--- config.mk ---
export PLATFORM = sky130hd
export DESIGN_NAME = byte_ring_fifo_with_peek_top
export DESIGN_NICKNAME = d
export VERILOG_FILES = /design/src/brfp_pkg.sv /design/src/brfp_ram.sv /design/src/byte_ring_fifo_with_peek_top.sv
export SDC_FILE = /design/constraint.sdc
export NUM_CORES = 2
export LEC_CHECK = 0
export BUFFER_PORTS_ARGS = -buffer_cell sky130_fd_sc_hd__buf_4
export CORE_ASPECT_RATIO = 1.5
export CORE_MARGIN = 2
export CORE_UTILIZATION = 43
export DETAILED_ROUTE_END_ITERATION = 12
export PLACE_DENSITY = 0.56
export SLEW_MARGIN = 25
export SYNTH_ARGS = -nofsm -noshare
export SYNTH_HDL_FRONTEND = slang
export SYNTH_SLANG_ARGS = --single-unit
--- constraint.sdc ---
create_clock -name clk -period 14.2 [get_ports clk]
set_clock_uncertainty 0.1 [all_clocks]
set_input_delay 1.42 -clock clk [delete_from_list [all_inputs] [get_ports clk]]
set_output_delay 1.42 -clock clk [all_outputs]
set_load 0.02 [all_outputs]
--- src/brfp_pkg.sv ---
`default_nettype none
package brfp_pkg;

	localparam int DEPTH_DEFAULT = 256;

	localparam int CMD_W  = 3;
	localparam int DATA_W = 8;
	localparam int IDX_W  = 8;
	localparam int STAT_W = 2;
	localparam int CNT_W  = 8;
	localparam int SIZE_W = 9;

	localparam logic [SIZE_W-1:0] SIZE_RESET = 9'd256;

	typedef enum logic [CMD_W-1:0] {
		CMD_WRITE = 3'd0,
		CMD_READ  = 3'd1,
		CMD_PEEK  = 3'd2,
		CMD_QUERY = 3'd3,
		CMD_CLEAR = 3'd4
	} cmd_t;

	typedef enum logic [STAT_W-1:0] {
		ST_OK        = 2'd0,
		ST_FULL      = 2'd1,
		ST_EMPTY     = 2'd2,
		ST_BAD_INDEX = 2'd3
	} stat_t;

endpackage
`default_nettype wire

--- src/brfp_ram.sv ---
`default_nettype none
module brfp_ram #(
	parameter int WIDTH = 8,
	parameter int DEPTH = 256
) (
	input  wire logic                     clk,
	input  wire logic                     we,
	input  wire logic [$clog2(DEPTH)-1:0] waddr,
	input  wire logic [WIDTH-1:0]         wdata,
	input  wire logic                     re,
	input  wire logic [$clog2(DEPTH)-1:0] raddr,
	output logic      [WIDTH-1:0]         rdata
);

	logic [WIDTH-1:0] mem [DEPTH];

	always_ff @(posedge clk) begin
		if (we) begin
			mem[waddr] <= wdata;
		end
		if (re) begin
			rdata <= mem[raddr];
		end
	end

endmodule
`default_nettype wire

--- src/byte_ring_fifo_with_peek_top.sv ---
// byte ring buffer, one slot kept empty, with peek at an offset from the oldest byte
//
// command channel: command, write_data, peek_index under cmd_valid / cmd_stall.
// response channel: status, read_data, data_count, free_count, data_arrived_event
// under rsp_valid / rsp_stall. every command gives exactly one response beat.
// buffer_size is written through cfg_write_en; the write also clears both
// pointers and the first-data notice. write it only while no command is in flight.
//
// throughput: one command per cycle unless the response side stalls. pointers update
// in the cycle a command is taken and the byte store is a single synchronous ram with
// one read and one write port, so back-to-back commands never collide on an entry.
// the edge that takes a command starts the ram read and loads the stage in front of
// the output register, which loads from that stage when it may move on.
// a stalled response holds the output register and the stage behind it; the
// command channel stalls only when both are full.
// reset clears the pointers, the notice flag and the pipeline valids and sets
// the ring size to 256; the byte store is not cleared and needs no clearing pass.
`default_nettype none
module byte_ring_fifo_with_peek_top #(
	parameter int DEPTH = brfp_pkg::DEPTH_DEFAULT
) (
	input  wire logic                          clk,
	input  wire logic                          arst_n,
	input  wire logic                          cfg_write_en,
	input  wire logic [brfp_pkg::SIZE_W-1:0]   buffer_size,
	input  wire logic                          cmd_valid,
	output logic                               cmd_stall,
	input  wire logic [brfp_pkg::CMD_W-1:0]    command,
	input  wire logic [brfp_pkg::DATA_W-1:0]   write_data,
	input  wire logic [brfp_pkg::IDX_W-1:0]    peek_index,
	output logic                               rsp_valid,
	input  wire logic                          rsp_stall,
	output logic [brfp_pkg::STAT_W-1:0]        status,
	output logic [brfp_pkg::DATA_W-1:0]        read_data,
	output logic [brfp_pkg::CNT_W-1:0]         data_count,
	output logic [brfp_pkg::CNT_W-1:0]         free_count,
	output logic                               data_arrived_event
);

	import brfp_pkg::*;

	localparam int PTR_W = (DEPTH > 1) ? $clog2(DEPTH) : 1;
	localparam int LEN_W = (PTR_W + 1 > SIZE_W) ? PTR_W + 1 : SIZE_W;
	localparam logic [LEN_W-1:0] LEN_MIN = LEN_W'(2);
	localparam logic [LEN_W-1:0] LEN_MAX = LEN_W'(DEPTH);

	logic [SIZE_W-1:0] size_q;
	logic [PTR_W-1:0]  wp_q, rp_q;
	logic              notice_q;

	logic             valid_s1;
	stat_t            status_s1;
	logic             rd_sel_s1;
	logic [CNT_W-1:0] count_s1, free_s1;
	logic             event_s1;

	logic              rsp_valid_q;
	stat_t             status_q;
	logic [DATA_W-1:0] read_data_q;
	logic [CNT_W-1:0]  count_q, free_q;
	logic              event_q;

	logic [DATA_W-1:0] ram_rdata;

	logic             adv_s1, accept;
	logic [LEN_W-1:0] len, bs_ext, wp_ext, rp_ext, wp_inc, wp_wrap, rp_inc, rp_wrap;
	logic [LEN_W-1:0] cnt_now, cnt_next, peek_sum, peek_addr, wp_n_ext, rp_n_ext;
	logic             empty, full;
	logic [PTR_W-1:0] wp_n, rp_n, raddr;
	logic             notice_n, mem_we, rd_sel, evt;
	stat_t            stat;

	assign adv_s1    = !rsp_valid_q || !rsp_stall;
	assign cmd_stall = valid_s1 && !adv_s1;
	assign accept    = cmd_valid && !cmd_stall;

	// ring length in use, clamped to the legal range
	always_comb begin
		bs_ext = LEN_W'(size_q);
		if (bs_ext < LEN_MIN) begin
			len = LEN_MIN;
		end else if (bs_ext > LEN_MAX) begin
			len = LEN_MAX;
		end else begin
			len = bs_ext;
		end
	end

	assign wp_ext  = LEN_W'(wp_q);
	assign rp_ext  = LEN_W'(rp_q);
	assign wp_inc  = wp_ext + LEN_W'(1);
	assign rp_inc  = rp_ext + LEN_W'(1);
	assign wp_wrap = (wp_inc == len) ? '0 : wp_inc;
	assign rp_wrap = (rp_inc == len) ? '0 : rp_inc;
	assign empty   = (wp_q == rp_q);
	assign full    = (wp_wrap == rp_ext);
	assign cnt_now = (wp_ext >= rp_ext) ? wp_ext - rp_ext : wp_ext + len - rp_ext;

	// peek offset wraps at most once since it stays below the count
	assign peek_sum  = rp_ext + LEN_W'(peek_index);
	assign peek_addr = (peek_sum >= len) ? peek_sum - len : peek_sum;

	always_comb begin
		wp_n     = wp_q;
		rp_n     = rp_q;
		notice_n = notice_q;
		mem_we   = 1'b0;
		rd_sel   = 1'b0;
		evt      = 1'b0;
		stat     = ST_OK;
		raddr    = rp_q;
		case (cmd_t'(command))
			CMD_WRITE: begin
				if (full) begin
					stat = ST_FULL;
				end else begin
					mem_we = 1'b1;
					wp_n   = wp_wrap[PTR_W-1:0];
					if (!notice_q) begin
						notice_n = 1'b1;
						evt      = 1'b1;
					end
				end
			end
			CMD_READ: begin
				if (empty) begin
					stat     = ST_EMPTY;
					notice_n = 1'b0;
				end else begin
					rd_sel = 1'b1;
					rp_n   = rp_wrap[PTR_W-1:0];
				end
			end
			CMD_PEEK: begin
				raddr = peek_addr[PTR_W-1:0];
				if (empty) begin
					stat = ST_EMPTY;
				end else if (LEN_W'(peek_index) >= cnt_now) begin
					stat = ST_BAD_INDEX;
				end else begin
					rd_sel = 1'b1;
				end
			end
			CMD_QUERY: begin
				if (empty) begin
					notice_n = 1'b0;
				end
			end
			CMD_CLEAR: begin
				wp_n     = '0;
				rp_n     = '0;
				notice_n = 1'b0;
			end
			default: begin
			end
		endcase
	end

	assign wp_n_ext = LEN_W'(wp_n);
	assign rp_n_ext = LEN_W'(rp_n);
	assign cnt_next = (wp_n_ext >= rp_n_ext) ? wp_n_ext - rp_n_ext
	                                         : wp_n_ext + len - rp_n_ext;

	brfp_ram #(
		.WIDTH(DATA_W),
		.DEPTH(DEPTH)
	) u_store (
		.clk  (clk),
		.we   (accept && mem_we),
		.waddr(wp_q),
		.wdata(write_data),
		.re   (accept),
		.raddr(raddr),
		.rdata(ram_rdata)
	);

	always_ff @(posedge clk or negedge arst_n) begin
		if (!arst_n) begin
			size_q   <= SIZE_RESET;
			wp_q     <= '0;
			rp_q     <= '0;
			notice_q <= 1'b0;
		end else if (cfg_write_en) begin
			size_q   <= buffer_size;
			wp_q     <= '0;
			rp_q     <= '0;
			notice_q <= 1'b0;
		end else if (accept) begin
			wp_q     <= wp_n;
			rp_q     <= rp_n;
			notice_q <= notice_n;
		end
	end

	// stage 1: ram read in flight, loads when empty or when it moves on
	always_ff @(posedge clk or negedge arst_n) begin
		if (!arst_n) begin
			valid_s1 <= 1'b0;
		end else if (adv_s1 || !valid_s1) begin
			valid_s1 <= accept;
		end
	end

	always_ff @(posedge clk) begin
		if (accept) begin
			status_s1 <= stat;
			rd_sel_s1 <= rd_sel;
			count_s1  <= cnt_next[CNT_W-1:0];
			free_s1   <= CNT_W'(len - LEN_W'(1) - cnt_next);
			event_s1  <= evt;
		end
	end

	// output register
	always_ff @(posedge clk or negedge arst_n) begin
		if (!arst_n) begin
			rsp_valid_q <= 1'b0;
		end else if (adv_s1) begin
			rsp_valid_q <= valid_s1;
		end
	end

	always_ff @(posedge clk) begin
		if (adv_s1 && valid_s1) begin
			status_q    <= status_s1;
			read_data_q <= rd_sel_s1 ? ram_rdata : '0;
			count_q     <= count_s1;
			free_q      <= free_s1;
			event_q     <= event_s1;
		end
	end

	assign rsp_valid          = rsp_valid_q;
	assign status             = status_q;
	assign read_data          = read_data_q;
	assign data_count         = count_q;
	assign free_count         = free_q;
	assign data_arrived_event = event_q;

endmodule
`default_nettype wire

==> impl_metrics.env <==
export IMPL_synth_ff_type="edfxtp_1"
export IMPL_drive_gt1_frac=0.1018
export IMPL_pwr_density_cell_nw_per_um2=147.8
export IMPL_netlist_top_cells_area="edfxtp_1 71%, a211oi_1 4.2%, nand2_1 2.9%"
export IMPL_critPathKind="reg -> reg"
export IMPL_synth_top_family_by_area="compound AO/OA/AOI/OAI gates"
export IMPL_setup_slack_ps=5522
export IMPL_slowest_stage="a21oi_1"
export IMPL_grt_overflow_total=0
export IMPL_initial_core_util=0.4313
export IMPL_synth_cell_types=81
export IMPL_crit_top_cell="a21oi_1"
export IMPL_core_area_um2=205200
export IMPL_gr_usage_met1=0.3166
export IMPL_yosys_area_top_type_share=0.7134
export IMPL_synthAdderAreaFrac=0.01425
export IMPL_place_hpwl_mm=173.3
export IMPL_finalPower_mw=14.54
export IMPL_clockRootBuffer="clkbuf_16"
export IMPL_p_leak_nw=32.66
export IMPL_ys_async_sr_fraction=0.01314
export IMPL_antenna_found_initial=7
export IMPL_drt_wl_total_mm=282.5
export IMPL_end_kind="flip-flop"
export IMPL_cts_clk_slew_worst_paths_ps=70
export IMPL_drt_pass1_iterations=8
export IMPL_postLayoutCellArea_um2=98390
export IMPL_utilization=0.4794
export IMPL_finalSetupViolCount=0
export IMPL_die_w_um=374.5
export IMPL_netlist_instances=6148
export IMPL_antenna_left=0
export IMPL_drt_iter0_markers=6064
export IMPL_multi_input_area_um2=22960
export IMPL_ys_seq_elements=2131
export IMPL_maxSlewViolCount=0
export IMPL_cts_buffers_inserted=202
export IMPL_crit_path_max_fanout=21
export IMPL_synth_top_cells_by_count="2103 x edfxtp_1, 695 x nand2_1, 499 x a211oi_1"
export IMPL_start_kind="flip-flop"
export IMPL_place_gp_congestion=0.9176
export IMPL_syn_to_final_growth_pct=11.15
export IMPL_grt_usage=0.2642
export IMPL_via_per_inst=6.169
export IMPL_synth_area_per_cell_um2=14.40
export IMPL_worstPathRequired_ps=14700
export IMPL_grt_pass1_wl_mm=400.8
export IMPL_synth_xor_area_share=0.006969
export IMPL_pin_count=62
export IMPL_worstSkewPairLatency_ps=880
export IMPL_fill_cells=17800
export IMPL_clkSinkCount=2131
export IMPL_max_freq_ghz=0.1152
export IMPL_busiest_layer="met2"
export IMPL_hold_viol=0
export IMPL_post_synth_top_count_cell="edfxtp_1"
export IMPL_cts_hold_buf=0
export IMPL_die_h_um=559.7
export IMPL_synthesis_nets=6269
export IMPL_drv_cap=0
export IMPL_grt_use_met2=0.4513
export IMPL_cts_buffer_depth=4
export IMPL_nets=6231
export IMPL_core_rowCount=204
export IMPL_vias=55160
export IMPL_grt_pass1_vias=54050
export IMPL_use_met3=0.03116
export IMPL_synthSimpleGateAreaFrac=0.08293
export IMPL_regArea_um2=63850
export IMPL_vdd_drop_max_mv=0.09311
export IMPL_port_buffers=61
export IMPL_synth_edf_count=2103
export IMPL_htreeDepth=4
export IMPL_synth_cell_area_um2=88520
export IMPL_synth_compound_area_share=0.1155
export IMPL_dpl_cell_area_um2=92190
export IMPL_critical_path_max_stage_delay_ps=720
export IMPL_wl_per_cell_um=31.60
export IMPL_muxShareOfSynthArea=0.03463
export IMPL_route_detailed_drc=0
export IMPL_dp_slack_ps=5218
export IMPL_post_cts_buffers=0
export IMPL_period_share=0.6111
export IMPL_worstMarginPinSlew_ps=1237
export IMPL_synth_top_cell_by_area="edfxtp_1"
export IMPL_finalCriticalPeriod_ps=8678
export IMPL_status="complete, no violations"
export IMPL_yosysSeqAreaShare=0.7214
export IMPL_cts_resized_gates=0
export IMPL_grt_max_degree=160
export IMPL_die_area_um2=209600
export IMPL_slew_headroom=0.1646
export IMPL_arrival_ps=9180
export IMPL_yosysWarnings=0
export IMPL_cts_tree="yes"
export IMPL_setup_tns_ps=0
export IMPL_rsz0062_at_grt="false"
export IMPL_hold_path_class="reg -> reg"
flip-flops by register name (all words and copies together), names as in the netlist:
signal              flops
bs_ext                  9
rp_q                    8
event_s1                1
free_s1                 8
u_store.rdata           8
rsp_valid               1
u_store.mem          2048
rd_sel_s1               1
valid_s1                1
status_s1               2
data_arrived_event      1
count_s1                8
data_count              8
read_data               8
notice_q                1
free_count              8
wp_q                    8
status                  2
cells by family after synthesis:
kind of cell    count (synthesis)
compound gates               1491
xor+xnor                       64
fa+ha+maj                      89
buf+inv                       527
flops                        2131
mux                           234
simple gates                 1612
area by class of cell:
type	instances	share of cell area
multi-input cells	3490	0.2334
diodes	3	0.00007630
clock buffers	257	0.05433
flip-flops and latches	2131	0.6490
clock inverters	97	0.008113
well taps	2678	0.03406
repair buffers	212	0.01831
inverters	73	0.002785
per-layer routing:
metal | vias to the layer above | wire length [µm]
met4 | 0 | 20890
li1 | 23860 | -
met3 | 609 | 17700
met2 | 2402 | 141600
met5 | - | 0
met1 | 28290 | 102300
worst max-delay path, delay by kind of cell (launching register included):
family | cells | cell delay [ps]
mux | 1 | 440
compound gates | 12 | 3180
simple gates | 7 | 1400
buf+inv | 2 | 480
xor+xnor | 2 | 240
fa+ha+maj | 5 | 2010
flops | 1 | 590
final timing paths:
check / start / end / slack (ps) / depth (start not counted)
min in group asynchronous: arst_n / wp_q[1] / 410 / 1
max reg2reg: wp_q[1] / free_s1[7] / 5520 / 29
min: count_s1[2] / data_count[2] / 320 / 0
max in group asynchronous: arst_n / bs_ext[8] / 13250 / 1
min reg2reg: count_s1[2] / data_count[2] / 320 / 0
max: wp_q[1] / free_s1[7] / 5520 / 29
metrics by stage:
stage	hold WS [ps]	instances
floorplan	300.3	6148
global placement	305.4	8573
detailed placement	306.1	8582
CTS	319.2	8936
global route	328.6	8939
finish	318.9	8941
cells in the final DEF, fill, tap and decap left out, types with 111 or more instances in the layout:
master	synthesis	layout
mux2i_1	160	160
a211oi_1	499	499
buf_4	5	189
nand2_1	695	676
a22oi_1	111	111
edfxtp_1	2103	2103
and3_1	294	294
nor2_1	343	336
clkbuf_16	0	205
a21oi_1	398	398
where the power goes:
group / internal [mW] / switching (mW)
Combinational: 0.692 / 1.61
Clock: 2.88 / 2.33
Sequential: 6.98 / 0.0403
Note: power is estimated with default switching activity, not from simulation.
